[config.mk]
export PLATFORM = sky130hd
export DESIGN_NAME = interrupt_relay_map
export DESIGN_NICKNAME = d
export VERILOG_FILES = /design/src/irm_pkg.sv /design/src/interrupt_relay_map.sv /design/src/irm_ctrl.sv /design/src/irm_datapath.sv
export SDC_FILE = /design/constraint.sdc
export NUM_CORES = 1
export LEC_CHECK = 0
export ABC_AREA = 1
export ABC_CLOCK_PERIOD_IN_PS = 2950
export BUFFER_PORTS_ARGS = -buffer_cell sky130_fd_sc_hd__buf_2
export CORE_AREA = 10 10 220 170
export CTS_CLUSTER_SIZE = 12
export DETAILED_ROUTE_END_ITERATION = 6
export DIE_AREA = 0 0 230 180
export GPL_ROUTABILITY_DRIVEN = 0
export PLACE_DENSITY = 0.65
export SLEW_MARGIN = 20
export SYNTH_ARGS = -nofsm -noshare
export SYNTH_HDL_FRONTEND = slang
export SYNTH_SLANG_ARGS = --single-unit
[constraint.sdc]
create_clock -name clk -period 2.95 [get_ports clk]
set_input_delay 0.295 -clock clk [delete_from_list [all_inputs] [get_ports clk]]
set_output_delay 0.295 -clock clk [all_outputs]
set_load 0.01 [all_outputs]
[src/irm_pkg.sv]
// ----------------------------------------------------------------------------
// irm_pkg
// Shared types and constants for the interrupt relay map: item structs,
// command and status codes, table geometry, controller/datapath links.
// ----------------------------------------------------------------------------
`default_nettype none

package irm_pkg;

  // Table geometry
  localparam int ENTRIES = 16;
  localparam int IDX_W   = (ENTRIES > 1) ? $clog2(ENTRIES) : 1;
  localparam int IRQ_W   = 7;

  // Command codes
  localparam logic [2:0] CMD_REQUEST = 3'd0;
  localparam logic [2:0] CMD_RELEASE = 3'd1;
  localparam logic [2:0] CMD_REMAP   = 3'd2;
  localparam logic [2:0] CMD_EVENT   = 3'd3;

  // Status codes
  localparam logic [2:0] ST_OK        = 3'd0;
  localparam logic [2:0] ST_INVALID   = 3'd1;
  localparam logic [2:0] ST_BUSY      = 3'd2;
  localparam logic [2:0] ST_FULL      = 3'd3;
  localparam logic [2:0] ST_NOT_FOUND = 3'd4;

  // Input item
  typedef struct packed {
    logic [2:0] command;
    logic [7:0] source_irq;
    logic [7:0] target_irq;
    logic       use_message;
  } irm_in_t;

  // Result item
  typedef struct packed {
    logic [2:0]       status;
    logic             relay_valid;
    logic             relay_by_message;
    logic [IRQ_W-1:0] relay_target;
  } irm_out_t;

  // Controller to datapath commands
  typedef struct packed {
    logic load;    // capture item, restart scan
    logic step;    // examine one table entry
    logic commit;  // decide, update table, load result
  } irm_cmd_t;

  // Datapath to controller status
  typedef struct packed {
    logic scan_last;  // entry under examination is the last one
  } irm_sts_t;

endpackage

`default_nettype wire

[src/interrupt_relay_map.sv]
// ----------------------------------------------------------------------------
// interrupt_relay_map
// Interrupt relay table: request, release and remap mappings, and relay
// interrupt events to their mapped target. One result per item.
// ----------------------------------------------------------------------------
//
//  Channel  Direction  Handshake          Payload
//  in_      input      in_valid/in_stall  irm_in_t  (command, source, target)
//  out_     output     out_valid/out_stall irm_out_t (status, relay fields)
//
//  Each item is accepted, then a linear scan examines every table entry in
//  turn, then the item commits: the table is updated and the result loaded.
//  Reset (rst_n low, synchronous) clears every entry's valid bit.
//  A result waiting in the output register does not block the next item;
//  the commit of that next item waits while out_stall holds the register.
//
`default_nettype none

module interrupt_relay_map import irm_pkg::*; (
  input  wire logic    clk,
  input  wire logic    rst_n,
  input  wire logic    in_valid,
  output logic         in_stall,
  input  wire irm_in_t in_data,
  output logic         out_valid,
  input  wire logic    out_stall,
  output irm_out_t     out_data
);

  irm_cmd_t cmd;
  irm_sts_t sts;

  // Sequencer
  irm_ctrl u_ctrl (
    .clk       (clk),
    .rst_n     (rst_n),
    .in_valid  (in_valid),
    .in_stall  (in_stall),
    .out_valid (out_valid),
    .out_stall (out_stall),
    .cmd       (cmd),
    .sts       (sts)
  );

  // Table and result
  irm_datapath u_datapath (
    .clk      (clk),
    .rst_n    (rst_n),
    .in_data  (in_data),
    .cmd      (cmd),
    .sts      (sts),
    .out_data (out_data)
  );

endmodule

`default_nettype wire

[src/irm_ctrl.sv]
// ----------------------------------------------------------------------------
// irm_ctrl
// Sequencer for one item: accept, scan every table entry, then commit the
// result once the output register is free. Owns the result valid flag.
// ----------------------------------------------------------------------------
`default_nettype none

module irm_ctrl import irm_pkg::*; (
  input  wire logic     clk,
  input  wire logic     rst_n,
  input  wire logic     in_valid,
  output logic          in_stall,
  output logic          out_valid,
  input  wire logic     out_stall,
  output irm_cmd_t      cmd,
  input  wire irm_sts_t sts
);

  typedef enum logic [1:0] {
    S_IDLE,
    S_SCAN,
    S_DECIDE
  } state_t;

  state_t state_r, state_nxt;
  logic   out_valid_r, out_valid_nxt;
  logic   slot_free;

  // Output register can take a new result this cycle
  assign slot_free = !out_valid_r || !out_stall;

  // Next state and commands
  always_comb begin
    state_nxt     = state_r;
    out_valid_nxt = out_valid_r && out_stall;
    cmd           = '0;
    case (state_r)
      S_IDLE: begin
        if (in_valid) begin
          cmd.load  = 1'b1;
          state_nxt = S_SCAN;
        end
      end
      S_SCAN: begin
        cmd.step = 1'b1;
        if (sts.scan_last) begin
          state_nxt = S_DECIDE;
        end
      end
      S_DECIDE: begin
        if (slot_free) begin
          cmd.commit    = 1'b1;
          out_valid_nxt = 1'b1;
          state_nxt     = S_IDLE;
        end
      end
      default: begin
        state_nxt = S_IDLE;
      end
    endcase
  end

  // State and registered outputs
  always_ff @(posedge clk) begin
    if (!rst_n) begin
      state_r     <= S_IDLE;
      out_valid_r <= 1'b0;
    end else begin
      state_r     <= state_nxt;
      out_valid_r <= out_valid_nxt;
    end
  end

  assign in_stall  = (state_r != S_IDLE);
  assign out_valid = out_valid_r;

endmodule

`default_nettype wire

[src/irm_datapath.sv]
// ----------------------------------------------------------------------------
// irm_datapath
// Relay table, item register, scan counter with first-match and first-free
// trackers, and the result register.
// ----------------------------------------------------------------------------
`default_nettype none

module irm_datapath import irm_pkg::*; (
  input  wire logic     clk,
  input  wire logic     rst_n,
  input  wire irm_in_t  in_data,
  input  wire irm_cmd_t cmd,
  output irm_sts_t      sts,
  output irm_out_t      out_data
);

  // Table: valid bits reset, payload does not
  logic [ENTRIES-1:0] valid_r;
  logic [IRQ_W-1:0]   src_tab_r [ENTRIES];
  logic [IRQ_W-1:0]   tgt_tab_r [ENTRIES];
  logic               msg_tab_r [ENTRIES];

  // Item and scan state
  irm_in_t            item_r;
  logic [IDX_W-1:0]   scan_idx_r;
  logic               match_found_r;
  logic [IDX_W-1:0]   match_idx_r;
  logic [IRQ_W-1:0]   match_tgt_r;
  logic               match_msg_r;
  logic               free_found_r;
  logic [IDX_W-1:0]   free_idx_r;
  irm_out_t           res_r;

  // Per-entry examination
  logic     hit;
  logic     is_free;
  logic     src_ok;
  logic     tgt_ok;

  // Commit decision
  irm_out_t         res_nxt;
  logic             wr_en;
  logic             wr_clear;
  logic             wr_fill;
  logic [IDX_W-1:0] wr_idx;

  assign src_ok  = !item_r.source_irq[7];
  assign tgt_ok  = !item_r.target_irq[7];
  assign hit     = valid_r[scan_idx_r] && src_ok &&
                   (src_tab_r[scan_idx_r] == item_r.source_irq[IRQ_W-1:0]);
  assign is_free = !valid_r[scan_idx_r];
  assign sts.scan_last = (scan_idx_r == IDX_W'(ENTRIES - 1));

  // Item capture and scan
  always_ff @(posedge clk) begin
    if (!rst_n) begin
      scan_idx_r    <= '0;
      match_found_r <= 1'b0;
      free_found_r  <= 1'b0;
    end else if (cmd.load) begin
      scan_idx_r    <= '0;
      match_found_r <= 1'b0;
      free_found_r  <= 1'b0;
    end else if (cmd.step) begin
      scan_idx_r <= sts.scan_last ? '0 : scan_idx_r + 1'b1;
      if (hit && !match_found_r) begin
        match_found_r <= 1'b1;
      end
      if (is_free && !free_found_r) begin
        free_found_r <= 1'b1;
      end
    end
  end

  // Payload of the scan (no reset needed)
  always_ff @(posedge clk) begin
    if (cmd.load) begin
      item_r <= in_data;
    end
    if (cmd.step && hit && !match_found_r) begin
      match_idx_r <= scan_idx_r;
      match_tgt_r <= tgt_tab_r[scan_idx_r];
      match_msg_r <= msg_tab_r[scan_idx_r];
    end
    if (cmd.step && is_free && !free_found_r) begin
      free_idx_r <= scan_idx_r;
    end
  end

  // Decide status and table update
  always_comb begin
    res_nxt  = '0;
    res_nxt.status = ST_INVALID;
    wr_clear = 1'b0;
    wr_fill  = 1'b0;
    wr_en    = 1'b0;
    wr_idx   = match_idx_r;
    case (item_r.command)
      CMD_REQUEST: begin
        if (!src_ok || !tgt_ok) begin
          res_nxt.status = ST_INVALID;
        end else if (match_found_r) begin
          res_nxt.status = ST_BUSY;
        end else if (!free_found_r) begin
          res_nxt.status = ST_FULL;
        end else begin
          res_nxt.status = ST_OK;
          wr_fill = 1'b1;
          wr_en   = 1'b1;
          wr_idx  = free_idx_r;
        end
      end
      CMD_RELEASE: begin
        if (match_found_r) begin
          res_nxt.status = ST_OK;
          wr_clear = 1'b1;
        end else begin
          res_nxt.status = ST_NOT_FOUND;
        end
      end
      CMD_REMAP: begin
        if (!tgt_ok) begin
          res_nxt.status = ST_INVALID;
        end else if (match_found_r) begin
          res_nxt.status = ST_OK;
          wr_en = 1'b1;
        end else begin
          res_nxt.status = ST_NOT_FOUND;
        end
      end
      CMD_EVENT: begin
        if (match_found_r) begin
          res_nxt.status           = ST_OK;
          res_nxt.relay_valid      = 1'b1;
          res_nxt.relay_by_message = match_msg_r;
          res_nxt.relay_target     = match_tgt_r;
        end else begin
          res_nxt.status = ST_NOT_FOUND;
        end
      end
      default: begin
        res_nxt.status = ST_INVALID;
      end
    endcase
  end

  // Table valid bits
  always_ff @(posedge clk) begin
    if (!rst_n) begin
      valid_r <= '0;
    end else if (cmd.commit) begin
      if (wr_fill) begin
        valid_r[wr_idx] <= 1'b1;
      end else if (wr_clear) begin
        valid_r[wr_idx] <= 1'b0;
      end
    end
  end

  // Table payload write
  always_ff @(posedge clk) begin
    if (cmd.commit && wr_en) begin
      tgt_tab_r[wr_idx] <= item_r.target_irq[IRQ_W-1:0];
      msg_tab_r[wr_idx] <= item_r.use_message;
      if (wr_fill) begin
        src_tab_r[wr_idx] <= item_r.source_irq[IRQ_W-1:0];
      end
    end
  end

  // Result register
  always_ff @(posedge clk) begin
    if (cmd.commit) begin
      res_r <= res_nxt;
    end
  end

  assign out_data = res_r;

endmodule

`default_nettype wire

==> results of run 1 <==
-- worst max-delay path: cells and delay by family, from the launching register on --
family	cells	cell delay [ns]
DFF	1	0.41
and+or+nand+nor	8	1.30
buffers and inverters	4	0.68
-- sequential cells by signal, summed over array words and instances, names as in the netlist, 2 cells and up, named ones only --
signal	flops
u_ctrl.state_r	2
u_datapath.free_idx_r	4
u_datapath.item_r	20
u_datapath.match_idx_r	4
u_datapath.match_tgt_r	7
u_datapath.msg_tab_r	16
u_datapath.out_data	12
u_datapath.scan_idx_r	4
u_datapath.src_tab_r	112
u_datapath.tgt_tab_r	112
-- through the flow --
stage | cell area, um2 | power, W | hold slack, ns | utilization (%)
final | 15250 | 0.009422 | 0.06017 | 46.08
after global routing | 15250 | 0.009710 | 0.06290 | 46.08
after CTS | 15250 | 0.009490 | 0.04250 | 46.08
after detailed placement | 14050 | 0.005556 | 0.4442 | 42.46
after global placement | 14050 | 0.005555 | 0.4390 | 42.46
after floorplan | 13080 | 0.005352 | 0.3939 | -
-- layout by cell type, fill, tap and decap left out, types with 6 or more instances in the layout --
| master | n |
|---|---|
| edfxtp_1 | 288 |
| nand2_1 | 223 |
| nor2_1 | 123 |
| nand3_1 | 109 |
| inv_1 | 100 |
| o21ai_0 | 78 |
| buf_4 | 59 |
| buf_2 | 37 |
| clkbuf_16 | 35 |
| a21oi_1 | 27 |
| dfxtp_1 | 27 |
| o22ai_1 | 21 |
| nor3_1 | 20 |
| dlygate4sd3_1 | 20 |
| o21ai_1 | 17 |
| o221ai_1 | 11 |
| o211ai_1 | 9 |
| clkbuf_1 | 9 |
| nor2_8 | 6 |
-- logic make-up (layout without fill, tap and decap cells) --
family                   after synthesis  count (layout)
AO/OA/AOI/OAI                        166             166
XOR/XNOR                               1               1
adder cells (fa/ha/maj)                1               1
buffers and inverters                164             281
flip-flops                           317             317
AND/OR/NAND/NOR                      497             497
-- report_power, final --
part	switching (W)	internal (W)
Combinational	0.000307	0.000142
Sequential	0.0000802	0.00496
Clock	0.00166	0.00227
-- metal layers --
metal / share of wire (%) / vias up
li1: - / 4153
met1: 47 / 4253
met2: 39 / 426
met3: 12 / 54
met4: 1.8 / 4
met5: 0.083 / -
-- final timing paths --
kind	from	to	slack [ns]
worst min register to register	register	register	0.45
worst max-delay path	u_datapath.item_r[8]	u_datapath.src_tab_r[15][5]	0.24
worst max register to register	u_datapath.item_r[8]	u_datapath.src_tab_r[15][5]	0.24
worst min-delay path	in_valid	u_ctrl.state_r[0]	0.06
-- repair_timing --
action                                 CTS  global route
hold buffers                            20             0
endpoints found under the hold margin   20             0
resized for setup                        0             0
setup endpoints to repair                0             0
-- final cells by class --
cell class	instances	area share, %
repair buffers	117	5.564
clock inverters	9	0.4760
clock buffers	45	6.056
inverters	110	2.798
flip-flops and latches	317	60.54
multi-input cells	665	20.87
well taps	450	3.693
==> impl_metrics.toml, run 1 <==
[outcome]
status = "completed"

[critical_path]
slowest_stage = "edfxtp_1"
cpPeakStageDelay_ns = 0.41
r2r_cells = 12
crit_required_ns = 3.17
worstPathArrival_ns = 2.93
crit_fanout = 24
worstSetupPathType = "register to register"
startpoint_type = "register"
crit_chain = "nor2_1, inv_1, nor2_4, nand3_4, clkinv_2, nand2_2, nand2_4, inv_4, nor2_8, nand2_1, nor3_1, buf_4"
worstSetupEndpointType = "register"

[cts]
cts.sinks = 317
numCtsBuffers = 34
postCtsSetupBuffers = 0
clk_latency_ns = 0.52
path_clk_slew_ns = 0.06
cts_tree = "yes"
cts_root_buf = "clkbuf_16"
clockBufferDepth = 3
htreeDepth = 2

[floorplan]
core_area_um2 = 33090
start_util_pct = 39.52
die-width_um = 230
core.rowCount = 58
die_height_um = 180
design.die.area_um2 = 41400
num_io_pins = 38

[global_route]
grt_overflow = 0
met2_usage_pct = 19.98
grt_pass1_vias = 8461
met3_usage_pct = 5.035
use_met1_pct = 23.45
antenna_found_initial = 2
grt_pass1_wl_mm = 49.89
track_usage_pct = 15.30
grt_max_degree = 46
top_usage_layer = "met1"

[drt]
drtAntennaViolNets = 0
drtIter0Drc = 1045
wl_mm = 32.51
viasPerCell = 5.190
vias = 8890
wl_per_cell_um = 18.98
drtPass1Iterations = 7
drc = 0

[sta]
max_freq_ghz = 0.3691
finalCriticalPeriod_ns = 2.709
fin_crit_sh_pct = 91.84
drv_slew = 0
hold_viol_final = 0
rsz0062_at_grt = "no"
clock_skew_ns = 0.01337
worst-slew-pin-transition_ns = 0.6939
tns_ns = 0
fin_ws_ns = 0.2408
slew_headroom_pct = 53.74
setup_viol = 0

[yosys]
synth-compound-area-share_pct = 7.243
synth-adder-area-share_pct = 0.09568
synthTopCellsByCount = "288 x edfxtp_1, 223 x nand2_1, 123 x nor2_1, 109 x nand3_1, 101 x inv_1"
syn_area_um2 = 13080
netlist_instances = 1146
synth-main-ff-cell = "edfxtp_1"
yosys_warnings = 0
synth_edf_count = 288
avgSynthCellArea_um2 = 11.41
netlist_top_cells_area = "edfxtp_1 66%, nand2_1 6.4%, dfxtp_1 4.4%"
synthMuxAreaShare_pct = 0
synthXorXnorAreaFrac_pct = 0.06697
ys_ff_latch = 317
syn_nets = 1171
synth_top_family_by_area = "simple AND/OR/NAND/NOR gates"
yosysUniqueCellTypes = 34
synth_top_area_share_pct = 66.13
synthSimpleGateAreaFrac_pct = 16.92
synth.most_common_cell = "edfxtp_1"
seq_area_frac_synth_pct = 70.57
async_flop_share_pct = 0
yosys.area.top_type = "edfxtp_1"

[worst_hold_path]
min_path_cells = 3
hold_class = "input port to register"

[finish]
drive_above_1_share_pct = 13.70
fill_cells = 3010
area_growth_pct = 16.59
fin_cells = 1713
diodes = 0
seq_area_um2 = 9231
final_nets = 1270
multiInputGateArea_um2 = 3182

[power_and_ir_drop]
cellLeakagePower_nw = 5.605
ir_worst_vdd_mv = 0.3602
power_density_nw_per_um2 = 617.9

[placement]
dp_hpwl_mm = 21.90
dp_cells = 1639
port_buffers = 37
dp_slack_ns = 0.3005

[flow_run]
drv_cap = 0
No activity file was read; power rests on OpenSTA's default activity.
==> run 2, diff against run 1 <==
--- a/config.mk
+++ b/config.mk
@@ -6,14 +6,14 @@
 export NUM_CORES = 1
 export LEC_CHECK = 0
 export ABC_AREA = 1
-export ABC_CLOCK_PERIOD_IN_PS = 2950
+export ABC_CLOCK_PERIOD_IN_PS = 2400
 export BUFFER_PORTS_ARGS = -buffer_cell sky130_fd_sc_hd__buf_2
 export CORE_AREA = 10 10 220 170
 export CTS_CLUSTER_SIZE = 12
 export DETAILED_ROUTE_END_ITERATION = 6
 export DIE_AREA = 0 0 230 180
 export GPL_ROUTABILITY_DRIVEN = 0
-export PLACE_DENSITY = 0.65
+export PLACE_DENSITY = 0.67
 export SLEW_MARGIN = 20
 export SYNTH_ARGS = -nofsm -noshare
 export SYNTH_HDL_FRONTEND = slang
==> constraint.sdc (replaced) <==
create_clock -name clk -period 2.4 [get_ports clk]
set_input_delay 0.24 -clock clk [delete_from_list [all_inputs] [get_ports clk]]
set_output_delay 0.24 -clock clk [all_outputs]
set_load 0.01 [all_outputs]
==> run 2 against run 1 <==
  * Register-to-register slack worse by 0.16 ns
  * Flip-flop and latch count stayed put
  * Cell area is 1.1% higher
  * Critical endpoint is now u_datapath.tgt_tab_r[15][5]
  * Highest routed layer unchanged
==> impl_metrics.toml, run 2 (synthesized netlist as in run 1, its figures left out) <==
[outcome]
status = "completed"

[sta]
worst-slew-pin-transition_ns = 0.6435
hold_viol_final = 0
fin_ws_ns = 0.08216
clock_skew_ns = 0.02253
max_freq_ghz = 0.4314
tns_ns = 0
slew_headroom_pct = 57.10
finalCriticalPeriod_ns = 2.318
fin_crit_sh_pct = 96.58
setup_viol = 0
drv_slew = 0

[cts]
path_clk_slew_ns = 0.06
cts_root_buf = "clkbuf_16"
clk_latency_ns = 0.52
numCtsBuffers = 34
cts_tree = "yes"
clockBufferDepth = 3
cts.sinks = 317
htreeDepth = 2

[global_route]
grt_max_degree = 61
grt_pass1_vias = 8397
antenna_found_initial = 1
grt_overflow = 0
grt_pass1_wl_mm = 49.42
track_usage_pct = 15.13

[critical_path]
cpPeakStageDelay_ns = 0.42
worstSetupPathType = "register to register"
startpoint_type = "register"
crit_required_ns = 2.62
worstSetupEndpointType = "register"
crit_fanout = 8
slowest_stage = "edfxtp_1"
r2r-start = "u_datapath.item_r[8]"
crit_start = "u_datapath.item_r[8]"
r2r_slack_ns = 0.08
r2r_cells = 11
crit_chain = "nor2_1, inv_1, nor2_4, nand3_4, nand2_2, o21ai_4, buf_4, nor2_8, nand2_1, nor2_1, buf_4"
critPathCapture = "u_datapath.tgt_tab_r[15][5]"
worstPathArrival_ns = 2.54
r2r_end = "u_datapath.tgt_tab_r[15][5]"

[finish]
layout_commonest_cell = "edfxtp_1"
final_cell_area_um2 = 15420
largestRegisters = "u_datapath.src_tab_r (112), u_datapath.tgt_tab_r (112), u_datapath.item_r (20)"
area_growth_pct = 17.91
drive_above_1_share_pct = 15.47
final_nets = 1287
final_cell_mix = "288 x edfxtp_1, 221 x nand2_1, 122 x nor2_1, 109 x nand3_1, 100 x inv_1"
diodes = 0

[placement]
dpl_cell_area_um2 = 14160
port_buffers = 37
dp_slack_ns = -0.01112
dp_hpwl_mm = 21.46

[drt]
wl_mm = 32.23
vias = 8908
drc = 0
drtAntennaViolNets = 0
drtIter0Drc = 1040
drtPass1Iterations = 5
viasPerCell = 5.149
wl_per_cell_um = 18.63

[floorplan]
die-width_um = 230
core_area_um2 = 33090
design.die.area_um2 = 41400
start_util_pct = 39.52
die_height_um = 180
core.rowCount = 58
num_io_pins = 38

[power_and_ir_drop]
cellLeakagePower_nw = 5.684
ir_worst_vdd_mv = 0.3606
power_density_nw_per_um2 = 739.8

[worst_hold_path]
hold_class = "input port to register"

[flow_run]
drv_cap = 0
[run 2: cell count changes in the layout (fill, tap and decap cells not counted), sizes merged]
cell and delta:
clkinv +3, clkinvlp +1, clkbuf -4, buf +16
inv +1, bufinv -1, nand3 +1
[run 2: through the flow]
step / total power (W) / utilization [%] / hold slack (ns) / cells
after global routing: 0.01179 / 46.60 / 0.01221 / 1730
after floorplan: 0.006579 / - / 0.3389 / 1146
after CTS: 0.01148 / 46.33 / 0.005507 / 1723
after detailed placement: 0.006820 / 42.79 / 0.4182 / 1648
final: 0.01141 / 46.60 / 0.01656 / 1730
after global placement: 0.006808 / 42.79 / 0.4189 / 1648
[run 2: layer usage]
| metal | track usage [%] | vias to the layer above | part of all wire (%) |
|---|---|---|---|
| li1 | - | 4207 | - |
| met1 | 22.71 | 4263 | 46 |
| met4 | 3.414 | 2 | 1.3 |
| met2 | 20.52 | 400 | 41 |
| met3 | 5.019 | 36 | 11 |
| met5 | 0 | - | 0.040 |
[run 2: where the power goes]
part           total, W  switching [W]  internal, W
clock           0.00466        0.00204      0.00262
sequential      0.00619      0.0000922      0.00609
combinational  0.000558       0.000374     0.000184
total            0.0114        0.00251      0.00890
[run 2: worst min path at each step]
stage,startpoint,to,slack [ns],depth (start not counted)
after CTS,out_stall,u_ctrl.out_valid,0.006,3
after global routing,out_stall,u_ctrl.out_valid,0.01,3
after floorplan,in_data[0],u_datapath.item_r[0],0.34,0
after global placement,in_data[0],u_datapath.item_r[0],0.42,1
final,out_stall,u_ctrl.out_valid,0.02,3
after detailed placement,in_data[1],u_datapath.item_r[1],0.42,1
[run 2: timing repair]
action	4_1_cts	5_1_grt
cloned	0	1
hold endpoints to repair	20	0
hold buffers	20	0
setup endpoints to repair	7	197
setup buffers	1	6
gates resized for setup	0	12
pin swaps	1	4
[run 2: final cells by class]
type                       instances  area (um2)
fill                            2995       17670
sequential                       317        9231
multi-input combinational        666        3223
timing repair buffer             133        1006
clock buffer                      41       887.1
tap                              450       563.0
inverter                         110       431.7
clock inverter                    13       77.57
[run 2: worst max-delay path: cells and delay by family (launching register included)]
family / cells / cell delay [ns]
compound gates: 1 / 0.09
flops: 1 / 0.42
simple gates: 7 / 1.03
buf+inv: 3 / 0.50
==> run 3, diff against run 2 <==
--- a/config.mk
+++ b/config.mk
@@ -8,10 +8,10 @@
 export ABC_AREA = 1
 export ABC_CLOCK_PERIOD_IN_PS = 2400
 export BUFFER_PORTS_ARGS = -buffer_cell sky130_fd_sc_hd__buf_2
-export CORE_AREA = 10 10 220 170
+export CORE_AREA = 2 2 212 162
 export CTS_CLUSTER_SIZE = 12
 export DETAILED_ROUTE_END_ITERATION = 6
-export DIE_AREA = 0 0 230 180
+export DIE_AREA = 0 0 214 164
 export GPL_ROUTABILITY_DRIVEN = 0
 export PLACE_DENSITY = 0.67
 export SLEW_MARGIN = 20
==> run 3 against run 2 <==
  * Power increased by 1.1%
  * Via count increased by 0.15%
  * Global-route usage increased by 2.7 points
  * Cell count about the same
  * Worst hold slack improved by 0.11 ns
  * Critical path type unchanged
  * Critical endpoint is now u_datapath.tgt_tab_r[9][4]
  * Largest power group unchanged
==> impl_metrics.toml, run 3 (synthesized netlist as in run 1, its figures left out) <==
[drt]
wl_per_cell_um = 18.18
drtIter0Drc = 1034
vias = 8921
viasPerCell = 5.160
wl_mm = 31.43
drc = 0
drtAntennaViolNets = 0
drtPass1Iterations = 5

[sta]
fin_crit_sh_pct = 96.73
setup_viol = 0
drv_slew = 0
clock_skew_ns = 0.01556
worst-slew-pin-transition_ns = 0.6635
max_freq_ghz = 0.4308
hold_viol_final = 0
slew_headroom_pct = 55.77
finalCriticalPeriod_ns = 2.321

[cts]
clockBufferDepth = 3
cts.sinks = 317
clk_latency_ns = 0.53
path_clk_slew_ns = 0.06
cts_root_buf = "clkbuf_16"
htreeDepth = 2
numCtsBuffers = 34
cts_tree = "yes"

[power_and_ir_drop]
ir_worst_vdd_mv = 0.4781
cellLeakagePower_nw = 5.691
power_density_nw_per_um2 = 744.4

[placement]
port_buffers = 37
dp_cells = 1649
dpl_cell_area_um2 = 14150
dp_hpwl_mm = 20.95

[floorplan]
die-width_um = 214
die_height_um = 164
start_util_pct = 39.61
core.rowCount = 58
core_area_um2 = 33020
design.die.area_um2 = 35100
num_io_pins = 38

[finish]
final_cell_area_um2 = 15490
layout_commonest_cell = "edfxtp_1"
drive_above_1_share_pct = 15.95
seq_area_um2 = 9234
area_growth_pct = 18.42
fill_cells = 2955
diodes = 0
multiInputGateArea_um2 = 3259
final_nets = 1287
largestRegisters = "u_datapath.src_tab_r (112), u_datapath.tgt_tab_r (112), u_datapath.item_r (20)"
fin_cells = 1729
final_cell_mix = "288 x edfxtp_1, 220 x nand2_1, 119 x nor2_1, 107 x nand3_1, 100 x inv_1"

[critical_path]
crit_required_ns = 2.62
path_delay_family = "simple AND/OR/NAND/NOR gates"
crit_chain = "nor2_2, inv_1, nor2_4, nand3_4, clkinv_2, nand2_2, nand2_4, inv_4, nor2_8, nand2_1, nor2_1, buf_4"
startpoint_type = "register"
crit_fanout = 8
worstSetupPathType = "register to register"
worst-path-buf-inv = 4
worstSetupEndpointType = "register"
worstPathArrival_ns = 2.54
slowest_stage = "edfxtp_1"
r2r_slack_ns = 0.08
cpPeakStageDelay_ns = 0.44

[outcome]
status = "completed"

[flow_run]
drv_cap = 0

[global_route]
grt_pass1_vias = 8446
grt_overflow = 0
grt_max_degree = 43
grt_pass1_wl_mm = 48.18
antenna_found_initial = 1
track_usage_pct = 17.88

[worst_hold_path]
hold_class = "input port to register"
-- run 3: cell types whose count changed in the layout (fill, tap and decap cells not counted), moves of 2 or more --
cell	delta
buf_4	-5
nor2_2	+3
nand3_1	-2
clkinv_1	-4
nor2_1	-3
clkbuf_1	+3
buf_6	+2
dlygate4sd3_1	+2
nor3_2	+2
buf_8	+2
nand3_2	+2
nor3_1	-2
-- run 3: where the power goes --
part           total, W  switching, W  internal (W)
clock network   0.00477       0.00206       0.00271
logic          0.000574      0.000388      0.000187
registers       0.00618     0.0000887       0.00609
-- run 3: path summary, 6_finish.rpt --
path	startpoint	end	cells after the start
max reg2reg	u_datapath.item_r[8]	u_datapath.tgt_tab_r[9][4]	12
max	u_datapath.item_r[8]	u_datapath.tgt_tab_r[9][4]	12
min reg2reg	register	register	2
min	rst_n	u_ctrl.state_r[1]	3
-- run 3: worst min-delay path: stages --
cell	delay, ns
buf_2	0.21
o21ai_0	0.11
nor2_1	0.04
-- run 3: timing repair --
action | in CTS | in global routing
hold buffers | 22 | 0
hold endpoints to repair | 22 | 0
pin swaps | 2 | 3
buffers inserted | 2 | 2
setup endpoints to repair | 18 | 187
cloned | 0 | 1
gates resized for setup | 0 | 25
-- run 3: area by class of cell --
type | instances | share of cell area, %
Clock inverter | 10 | 0.6140
Sequential cell | 317 | 59.63
Timing Repair Buffer | 133 | 6.593
Clock buffer | 43 | 5.712
Multi-Input combinational cell | 666 | 21.05
Tap cell | 450 | 3.636
Inverter | 110 | 2.771
-- run 3: layer usage --
| layer | vias up | wire length [um] | track usage [%] |
|---|---|---|---|
| li1 | 4197 | - | - |
| met4 | 2 | 587 | 4.863 |
| met1 | 4258 | 14470 | 26.49 |
| met3 | 56 | 3503 | 5.741 |
| met5 | - | 12 | 0 |
| met2 | 408 | 12860 | 25.09 |
-- run 3: per-stage QoR --
stage / hold WS [ns] / setup slack [ns] / setup TNS, ns / total power (W) / util [%]
floorplan: 0.3389 / 0.03172 / 0 / 0.006579 / -
finish: 0.1300 / 0.07859 / 0 / 0.01153 / 46.90
global route: 0.1637 / -0.03047 / -0.8594 / 0.01188 / 46.90
CTS: 0.1281 / 0.001208 / 0 / 0.01158 / 46.55
detailed placement: 0.4181 / 0.001167 / 0 / 0.006823 / 42.87
global placement: 0.4174 / 0.01061 / 0 / 0.006813 / 42.87
